$ cat src/rtl/core/ucf_pkg.sv
// Shared types, constants and table functions for the UTF-8 character folder.
// Used by every module under rtl/core; depends on nothing.
`default_nettype none

package ucf_pkg;

    localparam int QueueDepth = 4;

    localparam int CpWidth = 21;

    localparam logic [7:0] QMARK = 8'h3F;

    // One decoded byte's worth of output: up to three bytes, in slot order.
    typedef struct packed {
        logic [2:0][7:0] bytes;
        logic [1:0]      count;
        logic            eos;
    } t_cmd;

    typedef struct packed {
        logic [1:0] count;
        logic [7:0] first;
        logic [7:0] second;
    } t_fold;

    function automatic logic is_supported(input logic [CpWidth-1:0] cp);
        logic ok;
        ok = 1'b0;
        if (cp < 21'h00080) ok = 1'b1;
        if (cp >= 21'h000A1 && cp <= 21'h0017F) ok = 1'b1;
        if (cp >= 21'h03000 && cp <= 21'h030FF) ok = 1'b1;
        if (cp >= 21'h04E00 && cp <= 21'h09FFF) ok = 1'b1;
        if (cp >= 21'h0FF00 && cp <= 21'h0FF60) ok = 1'b1;
        if (cp == 21'h02026 || cp == 21'h02192 || cp == 21'h02103) ok = 1'b1;
        return ok;
    endfunction

    // Characters outside the supported ranges fold to ASCII; anything not
    // listed becomes a question mark.
    function automatic t_fold fold_lookup(input logic [CpWidth-1:0] cp);
        t_fold f;
        case (cp)
            21'h00218: f = {2'd1, "S", 8'h00};
            21'h00219: f = {2'd1, "s", 8'h00};
            21'h0021A: f = {2'd1, "T", 8'h00};
            21'h0021B: f = {2'd1, "t", 8'h00};
            21'h001C4: f = {2'd2, "D", "Z"};
            21'h001C5: f = {2'd2, "D", "z"};
            21'h001C6: f = {2'd2, "d", "z"};
            21'h001C7: f = {2'd2, "L", "J"};
            21'h001C8: f = {2'd2, "L", "j"};
            21'h001C9: f = {2'd2, "l", "j"};
            21'h001CA: f = {2'd2, "N", "J"};
            21'h001CB: f = {2'd2, "N", "j"};
            21'h001CC: f = {2'd2, "n", "j"};
            21'h00192: f = {2'd1, "f", 8'h00};
            21'h02019: f = {2'd1, 8'h27, 8'h00};
            21'h02018: f = {2'd1, 8'h27, 8'h00};
            21'h0201C: f = {2'd1, 8'h22, 8'h00};
            21'h0201D: f = {2'd1, 8'h22, 8'h00};
            21'h02013: f = {2'd1, "-", 8'h00};
            21'h02014: f = {2'd1, "-", 8'h00};
            21'h000A0: f = {2'd1, " ", 8'h00};
            default:   f = {2'd1, QMARK, 8'h00};
        endcase
        return f;
    endfunction

endpackage

`default_nettype wire

$ cat src/rtl/core/ucf_front.sv
// Front end: UTF-8 decode state and classification of each input byte into a
// group of up to three output bytes. Depends on ucf_pkg.
`default_nettype none

module ucf_front (
    input  wire logic          i_clk,
    input  wire logic          i_rst_n,
    input  wire logic          i_push,
    input  wire logic [7:0]    i_in_byte,
    input  wire logic          i_end_of_string,
    input  wire logic          i_q_full,
    output logic               o_full,
    output logic               o_cmd_valid,
    output ucf_pkg::t_cmd      o_cmd
);
    import ucf_pkg::*;

    logic [2:0][7:0]     r_held,      n_held;
    logic [2:0]          r_seq_len,   n_seq_len;
    logic [1:0]          r_seen,      n_seen;
    logic [CpWidth-1:0]  r_cp,        n_cp;

    logic                accept;
    logic                is_cont;
    logic                complete;
    logic                start;
    logic [CpWidth-1:0]  cp_ext;
    logic [2:0]          lead_len;
    logic [CpWidth-1:0]  lead_cp;
    logic [2:0][7:0]     slots;
    logic [1:0]          cnt;
    t_fold               fold;

    assign accept = i_push && !i_q_full;
    assign o_full = i_q_full;

    always_comb begin
        n_held    = r_held;
        n_seq_len = r_seq_len;
        n_seen    = r_seen;
        n_cp      = r_cp;
        slots     = '0;
        cnt       = 2'd0;
        start     = 1'b0;

        is_cont  = (i_in_byte[7:6] == 2'b10);
        cp_ext   = {r_cp[CpWidth-7:0], i_in_byte[5:0]};
        complete = ({1'b0, r_seen} + 3'd1) >= r_seq_len;
        fold     = fold_lookup(cp_ext);

        if (i_in_byte[7:5] == 3'b110) begin
            lead_len = 3'd2;
            lead_cp  = {16'd0, i_in_byte[4:0]};
        end else if (i_in_byte[7:4] == 4'b1110) begin
            lead_len = 3'd3;
            lead_cp  = {17'd0, i_in_byte[3:0]};
        end else if (i_in_byte[7:3] == 5'b11110) begin
            lead_len = 3'd4;
            lead_cp  = {18'd0, i_in_byte[2:0]};
        end else begin
            lead_len = 3'd0;
            lead_cp  = '0;
        end

        if (r_seq_len == 3'd0) begin
            start = 1'b1;
        end else if (is_cont) begin
            if (complete) begin
                n_seq_len = 3'd0;
                n_seen    = 2'd0;
                n_cp      = '0;
                // Four-byte sequences always fold: only overlong forms could land
                // in a supported range.
                if (r_seq_len != 3'd4 && is_supported(cp_ext)) begin
                    if (r_seq_len == 3'd2) begin
                        slots[0] = r_held[0];
                        slots[1] = i_in_byte;
                        cnt      = 2'd2;
                    end else begin
                        slots[0] = r_held[0];
                        slots[1] = r_held[1];
                        slots[2] = i_in_byte;
                        cnt      = 2'd3;
                    end
                end else begin
                    slots[0] = fold.first;
                    slots[1] = fold.second;
                    cnt      = fold.count;
                end
            end else if (i_end_of_string) begin
                n_seq_len = 3'd0;
                n_seen    = 2'd0;
                n_cp      = '0;
                slots[0]  = QMARK;
                cnt       = 2'd1;
            end else begin
                if (r_seen != 2'd3) begin
                    n_held[r_seen] = i_in_byte;
                end
                n_seen = r_seen + 2'd1;
                n_cp   = cp_ext;
            end
        end else begin
            // A broken sequence gives up as a question mark, and the byte that
            // broke it is then decoded afresh.
            n_seq_len = 3'd0;
            n_seen    = 2'd0;
            n_cp      = '0;
            slots[0]  = QMARK;
            cnt       = 2'd1;
            start     = 1'b1;
        end

        if (start) begin
            if (i_in_byte[7] == 1'b0) begin
                slots[cnt] = i_in_byte;
                cnt        = cnt + 2'd1;
            end else if (lead_len != 3'd0) begin
                if (i_end_of_string) begin
                    slots[cnt] = QMARK;
                    cnt        = cnt + 2'd1;
                end else begin
                    n_held[0] = i_in_byte;
                    n_seq_len = lead_len;
                    n_seen    = 2'd1;
                    n_cp      = lead_cp;
                end
            end else begin
                slots[cnt] = QMARK;
                cnt        = cnt + 2'd1;
            end
        end

        if (i_end_of_string) begin
            n_seq_len = 3'd0;
            n_seen    = 2'd0;
            n_cp      = '0;
        end
    end

    assign o_cmd_valid = accept && (cnt != 2'd0);
    assign o_cmd.bytes = slots;
    assign o_cmd.count = cnt;
    assign o_cmd.eos   = i_end_of_string;

    always_ff @(posedge i_clk) begin
        if (!i_rst_n) begin
            r_held    <= '0;
            r_seq_len <= 3'd0;
            r_seen    <= 2'd0;
            r_cp      <= '0;
        end else if (accept) begin
            r_held    <= n_held;
            r_seq_len <= n_seq_len;
            r_seen    <= n_seen;
            r_cp      <= n_cp;
        end
    end

endmodule

`default_nettype wire

$ cat src/rtl/core/ucf_queue.sv
// Short queue of byte groups between the decoder and the serialiser.
// Depends on ucf_pkg.
`default_nettype none

module ucf_queue #(
    parameter int DEPTH = ucf_pkg::QueueDepth
) (
    input  wire logic          i_clk,
    input  wire logic          i_rst_n,
    input  wire logic          i_wr,
    input  wire ucf_pkg::t_cmd i_wr_data,
    input  wire logic          i_rd,
    output logic               o_full,
    output logic               o_empty,
    output ucf_pkg::t_cmd      o_head
);
    import ucf_pkg::*;

    localparam int AW = (DEPTH > 1) ? $clog2(DEPTH) : 1;
    localparam int CW = $clog2(DEPTH + 1);

    t_cmd            r_mem [DEPTH];
    logic [AW-1:0]   r_wr_ptr, n_wr_ptr;
    logic [AW-1:0]   r_rd_ptr, n_rd_ptr;
    logic [CW-1:0]   r_count,  n_count;
    logic            do_wr;
    logic            do_rd;

    assign o_full  = (r_count == CW'(DEPTH));
    assign o_empty = (r_count == '0);
    assign o_head  = r_mem[r_rd_ptr];

    assign do_wr = i_wr && !o_full;
    assign do_rd = i_rd && !o_empty;

    always_comb begin
        n_wr_ptr = r_wr_ptr;
        n_rd_ptr = r_rd_ptr;
        n_count  = r_count;
        if (do_wr) begin
            n_wr_ptr = (r_wr_ptr == AW'(DEPTH - 1)) ? '0 : r_wr_ptr + AW'(1);
        end
        if (do_rd) begin
            n_rd_ptr = (r_rd_ptr == AW'(DEPTH - 1)) ? '0 : r_rd_ptr + AW'(1);
        end
        if (do_wr && !do_rd) begin
            n_count = r_count + CW'(1);
        end else if (do_rd && !do_wr) begin
            n_count = r_count - CW'(1);
        end
    end

    always_ff @(posedge i_clk) begin
        if (do_wr) begin
            r_mem[r_wr_ptr] <= i_wr_data;
        end
    end

    always_ff @(posedge i_clk) begin
        if (!i_rst_n) begin
            r_wr_ptr <= '0;
            r_rd_ptr <= '0;
            r_count  <= '0;
        end else begin
            r_wr_ptr <= n_wr_ptr;
            r_rd_ptr <= n_rd_ptr;
            r_count  <= n_count;
        end
    end

endmodule

`default_nettype wire

$ cat src/rtl/core/ucf_back.sv
// Back end: walks each queued byte group into the output register, one byte a cycle when
// it is free or popped, and marks the last byte of the group and of the string. Depends on ucf_pkg.
`default_nettype none

module ucf_back (
    input  wire logic          i_clk,
    input  wire logic          i_rst_n,
    input  wire logic          i_q_empty,
    input  wire ucf_pkg::t_cmd i_q_head,
    output logic               o_q_rd,
    input  wire logic          i_pop,
    output logic               o_empty,
    output logic [7:0]         o_out_byte,
    output logic               o_item_done,
    output logic               o_string_done
);
    import ucf_pkg::*;

    logic        r_out_valid, n_out_valid;
    logic [1:0]  r_pos,       n_pos;
    logic [7:0]  r_out_byte,  n_out_byte;
    logic        r_item_done, n_item_done;
    logic        r_str_done,  n_str_done;
    logic        load;
    logic        last;

    // The output register refills in the same cycle that it is popped, if the queue is not empty.
    assign load = !i_q_empty && (!r_out_valid || i_pop);
    assign last = (r_pos == i_q_head.count - 2'd1);

    always_comb begin
        n_out_valid = r_out_valid;
        n_pos       = r_pos;
        n_out_byte  = r_out_byte;
        n_item_done = r_item_done;
        n_str_done  = r_str_done;
        if (load) begin
            n_out_valid = 1'b1;
            n_out_byte  = i_q_head.bytes[r_pos];
            n_item_done = last;
            n_str_done  = last && i_q_head.eos;
            n_pos       = last ? 2'd0 : r_pos + 2'd1;
        end else if (i_pop) begin
            n_out_valid = 1'b0;
        end
    end

    assign o_q_rd        = load && last;
    assign o_empty       = !r_out_valid;
    assign o_out_byte    = r_out_byte;
    assign o_item_done   = r_item_done;
    assign o_string_done = r_str_done;

    always_ff @(posedge i_clk) begin
        if (!i_rst_n) begin
            r_out_valid <= 1'b0;
            r_pos       <= 2'd0;
        end else begin
            r_out_valid <= n_out_valid;
            r_pos       <= n_pos;
        end
    end

    always_ff @(posedge i_clk) begin
        r_out_byte  <= n_out_byte;
        r_item_done <= n_item_done;
        r_str_done  <= n_str_done;
    end

endmodule

`default_nettype wire

$ cat src/rtl/core/utf8_unsupported_char_folder_unit.sv
// Top level of the UTF-8 character folder: decoder, group queue and serialiser.
// Depends on ucf_pkg, ucf_front, ucf_queue and ucf_back.
//
//  Channel   Handshake            Payload
//  request   i_push / o_full      i_in_byte, i_end_of_string
//  result    o_empty / i_pop      o_out_byte, o_item_done, o_string_done
//
// A byte is taken every cycle while the group queue has room; it produces zero
// to three result bytes, which leave the output register at one a cycle while i_pop is held.
// A result is written to the group queue when its request is taken, then moves to the output
// register, from which it is on the result ports and can be popped.
// Reset is synchronous and closes any open sequence and empties the queue.
// Back-pressure on i_pop fills the queue and then raises o_full.
`default_nettype none

module utf8_unsupported_char_folder_unit #(
    parameter int QUEUE_DEPTH = ucf_pkg::QueueDepth
) (
    input  wire logic        i_clk,
    input  wire logic        i_rst_n,
    input  wire logic        i_push,
    output logic             o_full,
    input  wire logic [7:0]  i_in_byte,
    input  wire logic        i_end_of_string,
    output logic             o_empty,
    input  wire logic        i_pop,
    output logic [7:0]       o_out_byte,
    output logic             o_item_done,
    output logic             o_string_done
);
    import ucf_pkg::*;

    t_cmd  cmd;
    t_cmd  head;
    logic  cmd_valid;
    logic  q_full;
    logic  q_empty;
    logic  q_rd;

    ucf_front u_front (
        .i_clk           (i_clk),
        .i_rst_n         (i_rst_n),
        .i_push          (i_push),
        .i_in_byte       (i_in_byte),
        .i_end_of_string (i_end_of_string),
        .i_q_full        (q_full),
        .o_full          (o_full),
        .o_cmd_valid     (cmd_valid),
        .o_cmd           (cmd)
    );

    ucf_queue #(
        .DEPTH (QUEUE_DEPTH)
    ) u_queue (
        .i_clk     (i_clk),
        .i_rst_n   (i_rst_n),
        .i_wr      (cmd_valid),
        .i_wr_data (cmd),
        .i_rd      (q_rd),
        .o_full    (q_full),
        .o_empty   (q_empty),
        .o_head    (head)
    );

    ucf_back u_back (
        .i_clk         (i_clk),
        .i_rst_n       (i_rst_n),
        .i_q_empty     (q_empty),
        .i_q_head      (head),
        .o_q_rd        (q_rd),
        .i_pop         (i_pop),
        .o_empty       (o_empty),
        .o_out_byte    (o_out_byte),
        .o_item_done   (o_item_done),
        .o_string_done (o_string_done)
    );

endmodule

`default_nettype wire
$ cat config.mk
export PLATFORM = sky130hd
export DESIGN_NAME = utf8_unsupported_char_folder_unit
export DESIGN_NICKNAME = d
export VERILOG_FILES = /design/src/rtl/core/ucf_pkg.sv /design/src/rtl/core/ucf_front.sv /design/src/rtl/core/ucf_queue.sv /design/src/rtl/core/ucf_back.sv /design/src/rtl/core/utf8_unsupported_char_folder_unit.sv
export SDC_FILE = /design/constraint.sdc
export NUM_CORES = 1
export LEC_CHECK = 0
export BUFFER_PORTS_ARGS = -buffer_cell sky130_fd_sc_hd__clkbuf_2
export CAP_MARGIN = 20
export CORE_MARGIN = 2
export CORE_UTILIZATION = 30
export CTS_BUF_LIST = sky130_fd_sc_hd__clkbuf_2
export CTS_CLUSTER_SIZE = 28
export DETAILED_ROUTE_END_ITERATION = 8
export GPL_TIMING_DRIVEN = 0
export PLACE_DENSITY = 0.43
export SLEW_MARGIN = 20
export SYNTH_ARGS = -nofsm -noshare
export SYNTH_HDL_FRONTEND = slang
export SYNTH_SLANG_ARGS = --single-unit
$ cat constraint.sdc
create_clock -name i_clk -period 4.5 [get_ports i_clk]
set_input_delay 0.675 -clock i_clk [delete_from_list [all_inputs] [get_ports i_clk]]
set_output_delay 0.675 -clock i_clk [all_outputs]
set_load 0.01 [all_outputs]
==> flow_summary.json <==
{
  "clkSinkCount": 166,
  "finalCritPeriodShare": 0.958,
  "core_um2": 26100,
  "min_from": "i_pop",
  "crit_path_max_fanout": 5,
  "synth-seq-cells": 166,
  "synth.top_cell.area_share": 0.445,
  "cts_root_buf": "clkbuf_2",
  "post_synth_instance_area_um2": 7970,
  "track_usage": 0.149,
  "dieArea_um2": 27900,
  "cts.clk_slew.worst_paths_ns": 0.28,
  "rsz0062_at_grt": "no",
  "register_area_um2": 4510,
  "viasPerCell": 5.09,
  "cts_tree": "yes",
  "synth_ff_type": "edfxtp_1",
  "ctsHoldBuffers": 0,
  "cp-start-kind": "flop",
  "ys_seq_area_frac": 0.565,
  "worst_pin_slew_ns": 0.948,
  "period_needed_ns": 4.31,
  "setup_viol": 0,
  "grt_pass1_wl_um": 31900,
  "holdPathEnd": "u_back.r_out_valid",
  "max_cap_violations": 0,
  "holdPathStages": 4,
  "end_kind": "flop",
  "fin_skew_ns": 0.0493,
  "drt_first_pass_iters": 5,
  "synth_edf_count": 118,
  "powerDensity_nw_per_um2": 424,
  "netlist_instances": 645,
  "final_cells": 1047,
  "required_ns": 5.20,
  "post-place-ws_ns": -0.563,
  "fmax_mhz": 232,
  "fin_util": 0.342,
  "num_rows": 59,
  "port_buffers": 21,
  "die_w_um": 167,
  "wl_per_cell_um": 19.4,
  "vias": 5328,
  "die_h_um": 167,
  "dp.final_hpwl_um": 14300,
  "r2r_slack_ns": 0.19,
  "fin_ws_ns": 0.190,
  "syn_to_final_growth_pct": 12.0,
  "drc": 0,
  "synth_async_sr_flop_share": 0,
  "cp.arrival_ns": 5.01,
  "dp_cells": 1005,
  "detail_route.wirelength_um": 20300,
  "antenna_found_initial": 1,
  "ys_warn_count": 0,
  "grt_pass1_vias": 5547,
  "multi_input_area_um2": 3270,
  "grt_max_degree": 21,
  "cts-htree-levels": 4,
  "leakage_nw": 2.97,
  "synth_area_leaders": "edfxtp_1 (44%), dfxtp_1 (12%), mux4_2 (7.6%), mux2i_1 (3.5%), nor2b_1 (2.9%)",
  "fillers": 2604,
  "synth_top_area_cell": "edfxtp_1",
  "cts_buffers": 17,
  "slew_headroom": 0.368,
  "clock_path_buffers": 2,
  "hold_viol_final": 0,
  "place_area_um2": 8580,
  "synthMostInstantiatedCell": "edfxtp_1",
  "ios": 25,
  "reg2reg_depth": 17,
  "postRouteAntennaNets": 0,
  "fin_setup_tns_ns": 0,
  "nets": 727,
  "peakVddDrop_mv": 0.215,
  "outcome": "complete, no violations",
  "yosys.cell_types.count": 71,
  "synthTopCellsByCount": "edfxtp_1 (118), dfxtp_1 (48), nand2_1 (48), nor2b_1 (37), clkbuf_1 (31)",
  "drv_slew": 0,
  "reg2reg_to": "u_queue.r_count[2]",
  "clk_latency_ns": 0.74,
  "fin_area_um2": 8920,
  "drt_iter0_drc": 291,
  "gp_congestion": 0.822,
  "critical_path_class": "flop to flop",
  "syn_nets": 674,
  "drive_gt1_frac": 0.186,
  "initial_core_util": 0.306,
  "reg2reg_from": "u_front.r_cp[5]",
  "hold_path_class": "input pin to flop",
  "avgSynthCellArea_um2": 12.4,
  "gr-total-overflow": 0
}
critical path: stages, from the launching register on:
cell	delay, ns
dfxtp_4	0.40
or4_4	0.56
or3b_4	0.42
o32ai_2	0.28
a21o_1	0.24
o32a_4	0.22
o21ai_4	0.10
ha_4	0.31
or4_4	0.10
o311a_1	0.17
o21ai_2	0.07
a21oi_4	0.21
ha_4	0.17
inv_2	0.03
fa_2	0.34
xor2_2	0.18
or3_1	0.35
a21boi_1	0.14
power breakdown:
part,internal (mW),switching (mW)
combinational,0.489,0.639
clock,0.158,0.561
sequential,1.87,0.0628
total,2.52,1.26
what timing repair did:
item                                    CTS  global route
pin swaps                                 3            16
buffers inserted                          3             6
endpoints found under the setup margin    2            82
resized for setup                         7            11
area by class of cell:
cell class	instances	share of cell area
Clock inverter	13	0.0109
Sequential cell	166	0.506
Clock buffer	19	0.0107
Inverter	30	0.0126
Timing Repair Buffer	34	0.0283
Multi-Input combinational cell	408	0.366
Antenna cell	1	0.000280
Tap cell	335	0.0470
Buffer	41	0.0185
per-layer routing:
metal | part of all wire | vias up | wire (um) | track usage
met5 | 0 | - | 0 | 0
met4 | 0.0089 | 0 | 181 | 0.0356
met3 | 0.036 | 13 | 737 | 0.0273
met2 | 0.49 | 114 | 9960 | 0.255
met1 | 0.46 | 2665 | 9390 | 0.197
li1 | - | 2536 | - | -
through the flow:
stage               total power, mW  hold WS [ns]
floorplan                      2.72         0.410
global placement               3.04         0.424
detailed placement             3.09         0.434
CTS                            3.82         0.116
global route                   4.02         0.126
finish                         3.78         0.187
worst max path at each step:
stage | start | endpoint | slack, ns | cells past startpoint
after floorplan | i_in_byte[2] | u_queue.r_count[2] | 0.18 | 19
after global placement | i_in_byte[2] | u_queue.r_mem[3][7] | -0.81 | 15
after detailed placement | i_in_byte[2] | u_queue.r_count[2] | -0.56 | 20
after CTS | u_front.r_cp[4] | u_queue.r_count[2] | 0.04 | 18
after global routing | u_front.r_cp[5] | u_queue.r_count[2] | 0.04 | 17
final | u_front.r_cp[5] | u_queue.r_count[2] | 0.19 | 17
layout by cell type, fill, tap and decap left out, drive strengths merged, types with 5 or more instances in the layout:
master,synthesis,layout
a21oi,18,18
ha,15,15
and2,11,11
inv,30,36
and3,5,5
a21boi,7,7
dfxtp,48,48
nor3b,6,6
nor3,11,11
or3,6,6
nand3,6,6
mux4,27,27
nand4,5,5
or4,5,5
nor2b,38,38
nor2,29,29
o22ai,13,13
edfxtp,118,118
clkbuf,31,71
buf,10,23
o21a,10,10
a22oi,15,15
nand2b,17,17
nand2,49,49
o21ai,29,29
clkinv,0,5
mux2i,28,28
sequential cells by signal, indices dropped and copies added (netlist names), named ones only:
signal and flops:
u_queue.r_count 3, u_back.o_out_byte 8, u_front.r_held 16, u_back.r_pos 2, u_back.r_out_valid 1, u_queue.r_mem 108
u_front.r_seq_len 3, u_front.r_seen 2, u_queue.r_rd_ptr 2, u_queue.r_wr_ptr 2, u_front.r_cp 15, u_back.o_string_done 1
u_back.o_item_done 1
kinds of logic (layout without fill, tap and decap cells):
group | after synthesis | after routing | share of synthesized area
other cells | 0 | 1 | 0
compound gates | 131 | 131 | 0.119
flops | 166 | 166 | 0.565
mux | 55 | 55 | 0.111
xor+xnor | 4 | 4 | 0.00440
buf+inv | 71 | 137 | 0.0347
fa+ha+maj | 16 | 16 | 0.0261
simple gates | 202 | 202 | 0.139
(Power assumes the default switching activity.)
